### config.mk
export PLATFORM = sky130hd
export DESIGN_NAME = seven_segment_serial_display_writer_top
export DESIGN_NICKNAME = d
export VERILOG_FILES = /design/src/hdl/ssdw_pkg.sv /design/src/hdl/ssdw_front.sv /design/src/hdl/ssdw_queue.sv /design/src/hdl/ssdw_back.sv /design/src/hdl/seven_segment_serial_display_writer_top.sv
export VERILOG_INCLUDE_DIRS = /design/src /design/src/hdl
export SDC_FILE = /design/constraint.sdc
export NUM_CORES = 1
export LEC_CHECK = 0
export BUFFER_PORTS_ARGS = -buffer_cell sky130_fd_sc_hd__buf_2
export CAP_MARGIN = 20
export CORE_UTILIZATION = 50
export CTS_BUF_LIST = sky130_fd_sc_hd__clkbuf_16
export DETAILED_ROUTE_END_ITERATION = 6
export MAX_ROUTING_LAYER = met4
export PLACE_DENSITY = 0.71
export REMOVE_ABC_BUFFERS = 1
export SETUP_SLACK_MARGIN = 0.1
export SLEW_MARGIN = 0
export SYNTH_ARGS = -nofsm -noshare
export SYNTH_HDL_FRONTEND = slang
export SYNTH_HIERARCHICAL = 1
export SYNTH_SLANG_ARGS = --single-unit
### constraint.sdc
create_clock -name clk -period 2.7 [get_ports clk]
set_input_delay 0.675 -clock clk [delete_from_list [all_inputs] [get_ports clk]]
set_output_delay 0.675 -clock clk [all_outputs]
set_load 0.01 [all_outputs]
### src/hdl/assert_macros.svh
// Assertion macros for the display link writer.
// Used by the top level only; expects signals clk and rst in scope.
`ifndef ASSERT_MACROS_SVH
`define ASSERT_MACROS_SVH

// Checked at every rising edge outside of reset.
`define SSDW_ASSERT(lbl, prop, msg) \
  lbl: assert property (@(posedge clk) disable iff (rst) prop) else $error(msg);

// Checked at every rising edge, reset included.
`define SSDW_ASSERT_ALWAYS(lbl, prop, msg) \
  lbl: assert property (@(posedge clk) prop) else $error(msg);

`endif

### src/hdl/ssdw_pkg.sv
// Shared types, codes and constants of the seven-segment display link writer.
// No dependencies.
package ssdw_pkg;

  typedef enum logic [1:0] {
    CmdDigit   = 2'd0,
    CmdSegs    = 2'd1,
    CmdCtrl    = 2'd2,
    CmdRefresh = 2'd3
  } cmd_t;

  typedef enum logic [1:0] {
    SymStart = 2'd0,
    SymBit   = 2'd1,
    SymAck   = 2'd2,
    SymStop  = 2'd3
  } sym_kind_t;

  typedef enum logic [1:0] {
    RegBrightness = 2'd0,
    RegDisplayOn  = 2'd1,
    RegShowColon  = 2'd2
  } reg_index_t;

  localparam logic [7:0] ByteDataFixed = 8'h44;
  localparam logic [7:0] ByteAddrBase  = 8'hC0;
  localparam logic [7:0] ByteCtrlBase  = 8'h80;
  localparam logic [7:0] ColonBit      = 8'h80;
  localparam logic [7:0] BlankDigit    = 8'hFF;
  localparam logic [2:0] ColonPosition = 3'd1;

  // Symbol step numbers of a full write; a control item starts at StepCtrl.
  localparam logic [5:0] StepCtrl = 6'd31;
  localparam logic [5:0] StepLast = 6'd41;

  typedef struct packed {
    logic [7:0] addr;
    logic [7:0] segs;
    logic [7:0] ctrl;
    logic       ctrl_only;
  } desc_t;

  typedef struct packed {
    logic full;
    logic empty;
  } q_status_t;

  function automatic logic [7:0] seg_code(input logic [7:0] digit);
    logic [7:0] code;
    unique case (digit)
      8'd0: code = 8'h3F;
      8'd1: code = 8'h06;
      8'd2: code = 8'h5B;
      8'd3: code = 8'h4F;
      8'd4: code = 8'h66;
      8'd5: code = 8'h6D;
      8'd6: code = 8'h7D;
      8'd7: code = 8'h07;
      8'd8: code = 8'h7F;
      8'd9: code = 8'h6F;
      default: code = 8'h00;
    endcase
    return code;
  endfunction

endpackage

### src/hdl/ssdw_front.sv
// Front end: config registers, stored digit, and command to frame-byte decode.
// Depends on ssdw_pkg.
module ssdw_front import ssdw_pkg::*; (
  input  logic       clk,
  input  logic       rst,
  input  logic       accept,
  input  logic [1:0] cmd,
  input  logic [2:0] position,
  input  logic [7:0] payload,
  input  logic       cfg_we,
  input  logic [1:0] cfg_index,
  input  logic [2:0] cfg_data,
  output desc_t      desc
);

  logic [2:0] brightness;
  logic       display_enabled;
  logic       show_colon;
  logic [7:0] stored_digit;

  logic [2:0] pos;
  logic [7:0] digit;
  logic [7:0] segs;
  logic       is_digit;

  always_comb begin
    is_digit = 1'b0;
    pos      = position;
    digit    = payload;
    unique case (cmd_t'(cmd))
      CmdDigit:   is_digit = 1'b1;
      CmdSegs:    is_digit = 1'b0;
      CmdCtrl:    is_digit = 1'b0;
      CmdRefresh: begin
        is_digit = 1'b1;
        pos      = ColonPosition;
        digit    = stored_digit;
      end
      default:    is_digit = 1'b0;
    endcase
    segs = payload;
    if (is_digit) begin
      segs = seg_code(digit);
      if (pos == ColonPosition && show_colon) segs = segs | ColonBit;
    end
    desc.addr      = ByteAddrBase | {5'd0, pos};
    desc.segs      = segs;
    desc.ctrl      = ByteCtrlBase | {4'd0, display_enabled, brightness};
    desc.ctrl_only = (cmd_t'(cmd) == CmdCtrl);
  end

  always_ff @(posedge clk) begin
    if (rst) begin
      brightness      <= 3'd7;
      display_enabled <= 1'b1;
      show_colon      <= 1'b0;
      stored_digit    <= BlankDigit;
    end else begin
      if (cfg_we) begin
        unique case (reg_index_t'(cfg_index))
          RegBrightness: brightness      <= cfg_data;
          RegDisplayOn:  display_enabled <= cfg_data[0];
          RegShowColon:  show_colon      <= cfg_data[0];
          default: ;
        endcase
      end
      if (accept && is_digit && pos == ColonPosition) stored_digit <= digit;
    end
  end

endmodule

### src/hdl/ssdw_queue.sv
// Two-entry queue of decoded commands between front and back.
// Depends on ssdw_pkg.
module ssdw_queue import ssdw_pkg::*; (
  input  logic      clk,
  input  logic      rst,
  input  logic      push,
  input  desc_t     push_desc,
  input  logic      pop,
  output desc_t     head,
  output q_status_t status
);

  desc_t      entries [2];
  logic       wr_ptr;
  logic       rd_ptr;
  logic [1:0] count;

  assign head         = entries[rd_ptr];
  assign status.full  = (count == 2'd2);
  assign status.empty = (count == 2'd0);

  always_ff @(posedge clk) begin
    if (push) entries[wr_ptr] <= push_desc;
  end

  always_ff @(posedge clk) begin
    if (rst) begin
      wr_ptr <= 1'b0;
      rd_ptr <= 1'b0;
      count  <= 2'd0;
    end else begin
      if (push) wr_ptr <= ~wr_ptr;
      if (pop) rd_ptr <= ~rd_ptr;
      unique case ({push, pop})
        2'b10:   count <= count + 2'd1;
        2'b01:   count <= count - 2'd1;
        default: count <= count;
      endcase
    end
  end

endmodule

### src/hdl/ssdw_back.sv
// Back end: symbol sequencer stepping one wire symbol a cycle into an output register; out_ready low stalls it.
// Depends on ssdw_pkg.
module ssdw_back import ssdw_pkg::*; (
  input  logic      clk,
  input  logic      rst,
  input  desc_t     head,
  input  q_status_t q_status,
  output logic      pop,
  output logic      out_valid,
  input  logic      out_ready,
  output logic [1:0] out_kind,
  output logic      out_bit,
  output logic      out_last
);

  logic       busy;
  logic [5:0] step;
  desc_t      cur;

  logic       advance;
  logic       finishing;
  sym_kind_t  kind;
  logic       bit_val;
  logic [5:0] rel;

  assign advance   = busy && (!out_valid || out_ready);
  assign finishing = advance && (step == StepLast);
  assign pop       = !q_status.empty && (!busy || finishing);

  always_comb begin
    kind    = SymStart;
    bit_val = 1'b0;
    rel     = 6'd0;
    priority if (step == 6'd0 || step == 6'd11 || step == StepCtrl) begin
      kind = SymStart;
    end else if (step <= 6'd8) begin
      kind    = SymBit;
      rel     = step - 6'd1;
      bit_val = ByteDataFixed[rel[2:0]];
    end else if (step == 6'd9 || step == 6'd20 || step == 6'd29 || step == 6'd40) begin
      kind = SymAck;
    end else if (step == 6'd10 || step == 6'd30 || step == StepLast) begin
      kind = SymStop;
    end else if (step <= 6'd19) begin
      kind    = SymBit;
      rel     = step - 6'd12;
      bit_val = cur.addr[rel[2:0]];
    end else if (step <= 6'd28) begin
      kind    = SymBit;
      rel     = step - 6'd21;
      bit_val = cur.segs[rel[2:0]];
    end else begin
      kind    = SymBit;
      rel     = step - 6'd32;
      bit_val = cur.ctrl[rel[2:0]];
    end
  end

  always_ff @(posedge clk) begin
    if (pop) cur <= head;
    if (advance) begin
      out_kind <= kind;
      out_bit  <= bit_val;
      out_last <= (step == StepLast);
    end
  end

  always_ff @(posedge clk) begin
    if (rst) begin
      busy      <= 1'b0;
      step      <= 6'd0;
      out_valid <= 1'b0;
    end else begin
      if (advance) out_valid <= 1'b1;
      else if (out_ready) out_valid <= 1'b0;
      if (pop) begin
        busy <= 1'b1;
        step <= head.ctrl_only ? StepCtrl : 6'd0;
      end else if (finishing) begin
        busy <= 1'b0;
      end else if (advance) begin
        step <= step + 6'd1;
      end
    end
  end

endmodule

### src/hdl/seven_segment_serial_display_writer_top.sv
// Top level of the seven-segment display link writer: front, queue, back.
// Depends on ssdw_pkg, ssdw_front, ssdw_queue, ssdw_back and assert_macros.svh.
//
//  channel | direction | handshake          | contents
//  s_*     | in        | s_tvalid/s_tready  | tuser cmd, tdata position+payload
//  m_*     | out       | m_tvalid/m_tready  | tuser symbol_kind, tdata bit_value, tlast
//  cfg_*   | in        | cfg_valid/cfg_ready| cfg_index register, cfg_data value
//
// A write item yields 42 symbols and a control item 11, one symbol per cycle
// from the back-end step counter while m_tready does not stall the output.
// The front takes an item per cycle while the two-entry queue has room.
// rst is synchronous; it restores the register defaults and a blank stored digit.
// m_tready low holds the output register; the queue keeps s_tready up until full.
`include "assert_macros.svh"
module seven_segment_serial_display_writer_top import ssdw_pkg::*; (
  input  logic        clk,
  input  logic        rst,
  input  logic        s_tvalid,
  output logic        s_tready,
  input  logic [15:0] s_tdata,   // [2:0] position, [10:3] payload, [15:11] zero
  input  logic [1:0]  s_tuser,   // [1:0] cmd
  output logic        m_tvalid,
  input  logic        m_tready,
  output logic [7:0]  m_tdata,   // [0] bit_value, [7:1] zero
  output logic [1:0]  m_tuser,   // [1:0] symbol_kind
  output logic        m_tlast,
  input  logic        cfg_valid,
  output logic        cfg_ready,
  input  logic [1:0]  cfg_index,
  input  logic [2:0]  cfg_data
);

  desc_t     front_desc;
  desc_t     head;
  q_status_t q_status;
  logic      s_accept;
  logic      pop;
  logic      out_bit;

  assign s_tready  = !q_status.full;
  assign s_accept  = s_tvalid && s_tready;
  assign cfg_ready = 1'b1;
  assign m_tdata   = {7'd0, out_bit};

  ssdw_front u_front (
    .clk       (clk),
    .rst       (rst),
    .accept    (s_accept),
    .cmd       (s_tuser),
    .position  (s_tdata[2:0]),
    .payload   (s_tdata[10:3]),
    .cfg_we    (cfg_valid && cfg_ready),
    .cfg_index (cfg_index),
    .cfg_data  (cfg_data),
    .desc      (front_desc)
  );

  ssdw_queue u_queue (
    .clk       (clk),
    .rst       (rst),
    .push      (s_accept),
    .push_desc (front_desc),
    .pop       (pop),
    .head      (head),
    .status    (q_status)
  );

  ssdw_back u_back (
    .clk       (clk),
    .rst       (rst),
    .head      (head),
    .q_status  (q_status),
    .pop       (pop),
    .out_valid (m_tvalid),
    .out_ready (m_tready),
    .out_kind  (m_tuser),
    .out_bit   (out_bit),
    .out_last  (m_tlast)
  );

  `SSDW_ASSERT(a_last_is_stop, m_tvalid && m_tlast |-> m_tuser == SymStop, "last not stop")
  `SSDW_ASSERT(a_level_only_on_bits, m_tvalid && m_tuser != SymBit |-> !out_bit, "bad level")
  `SSDW_ASSERT(a_pop_nonempty, pop |-> !q_status.empty, "pop from empty queue")
  `SSDW_ASSERT_ALWAYS(a_full_blocks_input, q_status.full |-> !s_tready, "input while full")

endmodule
Yosys cells after proc, flatten, opt, wreduce, memory -nomap -nowiden
Memories as Yosys holds them, arrays and structs flattened. A register that Yosys moved wholly into a read port is not among the register bits.
Index checks and enable logic that the tools add are counted.

storage, ports and cells
  memories = 3
  input bits = 28
  RAM bits = 32
  bits in read-only memories = 120
  bits in registers = 53
  output and inout bits = 14

cells by class
  equality and inequality tests = 19
  mux-type cells = 34
  reductions and logical operators = 36
  bitwise gates (word level) = 2
  order comparisons = 7
  add/subtract/negate cells = 7

memory list
  name             words  bits a word  rd ports  clocked after memory_dff  write ports  line              RTL
  (no name shown)  16     7            1         0                         0            ssdw_pkg.sv:50    unique case (digit)
  u_queue.entries  2      16           1         1                         1            ssdw_queue.sv:13  desc_t entries [2];
  (no name shown)  8      1            1         0                         0            ssdw_back.sv:39   bit_val = ByteDataFixed[rel[2:0]];

operators with widths
  cell                   number
  $mux W8                4
  $eq A6 B5 Y1 const B   4
  $eq A6 B4 Y1 const B   3
  $mux W1                18
  $mux W6                3
  $lt A3 B4 Y1 const B   4
  $eq A6 B6 Y1 const B   2
  $le A6 B5 Y1 const B   2
  $eq A2 B2 Y1 const B   5
  $bmux W1 S3            3
  $logic_or A1 B1 Y1     9
  $reduce_and A2 Y1      4
  $reduce_bool A2 Y1     4
  $logic_and A1 B1 Y1    7
  $add A6 B1 Y6 const B  1
  $eq A2 B1 Y1 const B   3
  $le A6 B4 Y1 const B   1
  $logic_not A2 Y1       3
  $logic_not A6 Y1       1
  $reduce_or A2 Y1       3
  $sub A3 B1 Y3 const B  2
  $sub A3 B3 Y3 const B  2
  $mux W5                1
  $logic_not A1 Y1       4
  10 further kinds       12

Depth between registers and ports, before layout
  depth in word-level cells = 8
  mapped depth = 10

Modules after synthesis
Netlist, hierarchy kept.

modules (own cells, without submodules)
  module                                   cells each  area each (µm²)  seq. area each (µm²)  instances
  ssdw_queue                               100         2,003.2          1,601.5               1
  ssdw_back                                138         1,806.7          1,001.0               1
  ssdw_front                               117         1,066.0          260.2                 1
  seven_segment_serial_display_writer_top  13          85.1             0.0                   1

Worst setup path before layout
Ideal clock, no wire load.

  path type = flip-flop to flip-flop
  start point = reg u_back.step[1]
  end point = reg u_queue.count[1]
  slack = -0.067 ns
  data arrival time = 2.697 ns
  stages on the path, launching flop included = 10
  clock period less this slack = 2.767 ns
  required time = 2.630 ns
  library setup time = 0.070 ns
  cell sequence = dfxtp_1 > clkbuf_1 > inv_1 > ha_1 > nor2b_1 > a31oi_2 > inv_1 > ha_1 > or3_1 > a21oi_1

between the ends
  longest elaborated chain between the ends = 6
  elaborated cells on any way between the ends = 8
  classes of those cells = eq/ne: 3; mux: 1; reduce/logical: 4

ends and longest elaborated chain
  element                                                   line                                           RTL
  start: declaration                                        ssdw_back.sv:17                                logic [5:0] step;
  start signal: assignment                                  ssdw_back.sv:78                                step <= head.ctrl_only ? StepCtrl : 6'd0;
  start signal: assignment                                  ssdw_back.sv:82                                step <= step + 6'd1;
  $eq A6 B6 Y1 (*)                                          ssdw_back.sv:27                                assign finishing = advance && (step == StepLast);
  $logic_and A1 B1 Y1 (*)                                   ssdw_back.sv:27
  $logic_or A1 B1 Y1 (*)                                    ssdw_back.sv:28                                assign pop = !q_status.empty && (!busy || finishing);
  $logic_and A1 B1 Y1 (*)                                   ssdw_back.sv:28
  named net pop                                             seven_segment_serial_display_writer_top.sv:37  logic pop;
  $eq A2 B1 Y1 / $eq A2 B2 Y1 (equally long branches)       ssdw_queue.sv:34                               unique case ({push, pop})
  $pmux W2 S2 / $reduce_bool A2 Y1 (equally long branches)  --
  end signal: assignment                                    ssdw_queue.sv:35                               2'b10: count <= count + 2'd1;
  end signal: assignment                                    ssdw_queue.sv:36                               2'b01: count <= count - 2'd1;
  end signal: assignment                                    ssdw_queue.sv:37                               default: count <= count;
  end: declaration                                          ssdw_queue.sv:16                               logic [1:0] count;

Mark *: on every way through the listed nets, which the timed path passes. The rest lies on a longest branch.
A chain may end at the register's enable or synchronous reset.

Worst setup path in the final report
  start point = reg u_back.step[0]
  end point = reg u_back.out_bit (data pin)

between the ends
  longest elaborated chain between the ends = 8
  elaborated cells on any way between the ends = 37
  classes of those cells = add/sub: 4; order compare: 3; eq/ne: 9; mux: 12; reduce/logical: 8; memory: 1

ends and longest elaborated chain
  element                                                line                              RTL
  $sub A3 B1 Y3 / $sub A3 B3 Y3 (equally long branches)  ssdw_back.sv:54, ssdw_back.sv:50
  $bmux W1 S3, on equally long branches                  ssdw_back.sv:55, ssdw_back.sv:51
  $mux W1, on equally long branches                      ssdw_back.sv:55, ssdw_back.sv:51
  $mux W1                                                ssdw_back.sv:48                   end else if (step <= 6'd28) begin
  $mux W1                                                ssdw_back.sv:44                   end else if (step <= 6'd19) begin
  $mux W1                                                ssdw_back.sv:42                   end else if (step == 6'd10 || step == 6'd30 || step == StepLast) begin
  $mux W1                                                ssdw_back.sv:40                   end else if (step == 6'd9 || step == 6'd20 || step == 6'd29 || step == 6'd40) begin
  $mux W1                                                ssdw_back.sv:36                   end else if (step <= 6'd8) begin
  end signal: assignment                                 ssdw_back.sv:63                   out_bit <= bit_val;
  end: declaration                                       ssdw_back.sv:12                   output logic out_bit,

Parallel ways exist; a longest one is shown, timed or not. The select of a mux whose other input is x is not followed.

==> summary.txt <==
CTS
  – Maximum clock path buffer count: 2
  – CTS tree: yes
  – Clock sinks: 104
  – CTS Root Cell: clkbuf_16
  – Total CTS buffers: 9
  – Clock transition at path regs: ~70 ps
  – Gates resized, CTS repair: 0
  – Clk Latency, worst-skew pair: roughly 340 ps
  – Setup bufs post-CTS: 0
  – Hold Buf Count CTS: 0
  – # H-tree levels: 3

Timing
  – Final setup viols: 0
  – Setup TNS: 0 ps
  – Slew @ Worst Pin: approximately 620 ps
  – Hold_ws: approximately 460 ps
  – RSZ-0062 raised after global routing: false
  – Worst Skew: 7.018 ps
  – Fin crit share: 0.8478
  – Tmin final: 2289 ps
  – Final Hold Viols: 0
  – Slew HR: 0.5852
  – Fin. max-slew vios: 0
  – Fmax: between 400 and 500 MHz

Layout
  – Final std cells w/o fill: between 500 and 600
  – NumNets Final: 440
  – Area grow syn2layout: 9.912%
  – Fin area: 5453 sq um
  – Number of diodes: 0
  – Share of cells above drive strength 1: 0.2500

Floorplan
  – Row Count: 35
  – Die area: ~10,000 sq um
  – Die Y: about 100 um
  – Core Box Area: between 9000 and 10,000 sq um
  – Die width: ~100 um
  – IO Pins: between 40 and 50
  – Initial Util: 0.5269

Logic synthesis
  – Dominant cells by area after synthesis: edfxtp_1 (47%), dfxtp_1 (10%), mux2_2 (6.4%)
  – Yosys cell types: 63
  – Yosys warns: 6
  – Number of synthesized flops with an enable pin: 78
  – Syn avg cell area: between 10 and 15 sq um
  – Register area share after synthesis: 0.5770
  – Gate Count Post-Synth: around 370
  – Seq cells post-synth: 104
  – Post-synth top cells: edfxtp_1 (78), mux2_2 (28), dfxtp_1 (26)
  – Most common cell in the netlist: edfxtp_1
  – Async SR Flop Fraction: 0
  – Area leader, netlist: edfxtp_1
  – Synth top area share: 0.4721
  – Netlist Area Pre-Place: ~5000 sq um
  – Main synth FF type: edfxtp_1

Setup path
  – Slowest CP cell: mux4_2
  – CP endpoint kind: register
  – Critical Path Source Type: register
  – Worst path cell trace: buf_4 > mux4_2 > and2_4 > a2111oi_4 > nor4_1 > a31o_1
  – Worst Path Buf+Inv: 1
  – Top delay family on crit path: multiplexers
  – CP required: between 2000 and 3000 ps
  – RR Startpoint: u_back/step[0]$_SDFFE_PP0P_
  – Arrival time worst endpoint: 2380 ps
  – CP Max Fanout: 7
  – Setup crit start: u_back/step[0]$_SDFFE_PP0P_
  – Worst Setup Path Type: reg2reg
  – Biggest cell delay along the critical path: 530 ps

Detailed routing
  – Vias: around 2,900
  – First drt pass iteration count: 5
  – Initial DRC count: between 80 and 90
  – Remaining DRCs: 0
  – Drt wl/cell: between 10 and 15 um
  – Vias/cell: roughly 5.4
  – Total Routed Length: between 7000 and 8000 um
  – Final ANT Viol Nets: 0

Power and ir drop
  – Final Total Pwr: 4.942 mW
  – VDD IR-drop max: ~420 uV
  – Power density over cell area: 906.3 nW/um^2
  – Leakage: between 1.5 and 2 nW

Global routing
  – Initial antenna violation count: 0
  – Overall track demand over capacity in global routing: 0.1719
  – GRT Residual Overflow: 0
  – Pin count of the biggest net entering global routing: 31
  – Vias in the first global route: around 2,800
  – First-pass GRT wire length: ~13,000 um

Placement
  – Dpl hpwl: 5322 um
  – Total cell area at the placement stage: 5174 sq um
  – Final GP Congestion: 0.9014
  – Port Buffers: 28
  – Placed Cells incl. Taps: just over 500

Outcome
  – Status: finished, final reports clean

Job
  – Max_cap viols: 0

Min path
  – Hold path startpoint: u_front/brightness[0]$_SDFFE_PP1P_
  – Hold WC Path Type: reg2reg
-- placed cells by master (no fill, tap or decap), types with 3 or more instances in the layout --
master / n
mux2i_1: 7
o21ai_0: 10
a211o_1: 13
and2_1: 3
nand2_1: 11
nor2_1: 19
nand2b_1: 3
a21oi_1: 8
dfxtp_1: 26
buf_2: 28
clkbuf_16: 9
edfxtp_1: 78
ha_1: 13
o22ai_1: 5
buf_4: 13
nor2b_1: 11
inv_1: 21
o21a_1: 4
mux2_2: 28
xnor2_1: 4
conb_1: 17
nand3_1: 3
a211oi_1: 3
nor3_1: 7
nor4_1: 3
mux4_1: 5
-- layer usage --
layer  global-route usage  share of wire
met1               0.2056           0.46
met3              0.03520          0.033
met5                    -              0
met2               0.2869           0.49
met4              0.06355          0.017
-- through the flow --
stage          utilization  worst slack [ps]
3_3_place_gp        0.5495             220.8
4_1_cts             0.5791             403.0
6_report            0.5791             410.8
2_1_floorplan            -             6.947
3_5_place_dp        0.5495             183.5
5_1_grt             0.5791             196.5
-- where the power goes --
group / total, mW / switching (mW) / internal [mW]
Combinational: 1.43 / 0.776 / 0.657
Sequential: 2.31 / 0.157 / 2.15
Clock: 1.20 / 0.567 / 0.635
Total: 4.94 / 1.50 / 3.44
-- area by class of cell --
cell class                      count  area [sq um]
Tap cell                          129         161.4
Fill cell                         742          3963
Inverter                           21         78.83
Multi-Input combinational cell    222          1833
Clock inverter                      7         53.80
Clock buffer                        9         225.2
Sequential cell                   104          2863
Timing Repair Buffer               41         237.7
-- worst paths after layout --
check,endpoint,slack (ps),cells after the start
min,u_queue/entries[0][1]$_DFFE_PP_,460,0
max,u_back/out_bit$_SDFFCE_PP0P_,410,6
min reg2reg,u_queue/entries[0][1]$_DFFE_PP_,460,0
max reg2reg,u_back/out_bit$_SDFFCE_PP0P_,410,6
-- worst reg2reg max path, cell delays in order (launching register included) --
cell       delay, ps
dfxtp_1          500
buf_4            210
mux4_2           530
and2_4           190
a2111oi_4        300
nor4_1            90
a31o_1           220
-- registers in the layout, indices dropped and copies added, names as in the netlist, named ones only --
name / cells
u_back/out_valid: 1
u_front/brightness: 3
u_back/out_kind: 2
u_front/display_enabled: 1
u_back/out_bit: 1
u_back/busy: 1
u_back/out_last: 1
u_front/show_colon: 1
u_back/step: 6
u_queue/count: 2
u_queue/rd_ptr: 1
u_front/stored_digit: 8
u_queue/entries: 50
u_back/cur: 24
u_queue/wr_ptr: 1
-- logic make-up after synthesis --
kind of cell / Yosys count / synth area share
flip-flops: 104 / 0.5771
AO/OA/AOI/OAI: 65 / 0.1037
buffers and inverters: 55 / 0.06381
AND/OR/NAND/NOR: 78 / 0.09130
adder cells (fa/ha/maj): 13 / 0.03279
other: 4 / 0.003026
multiplexers: 43 / 0.1178
XOR/XNOR: 6 / 0.01059
No activity file was read; power rests on OpenSTA's default activity.
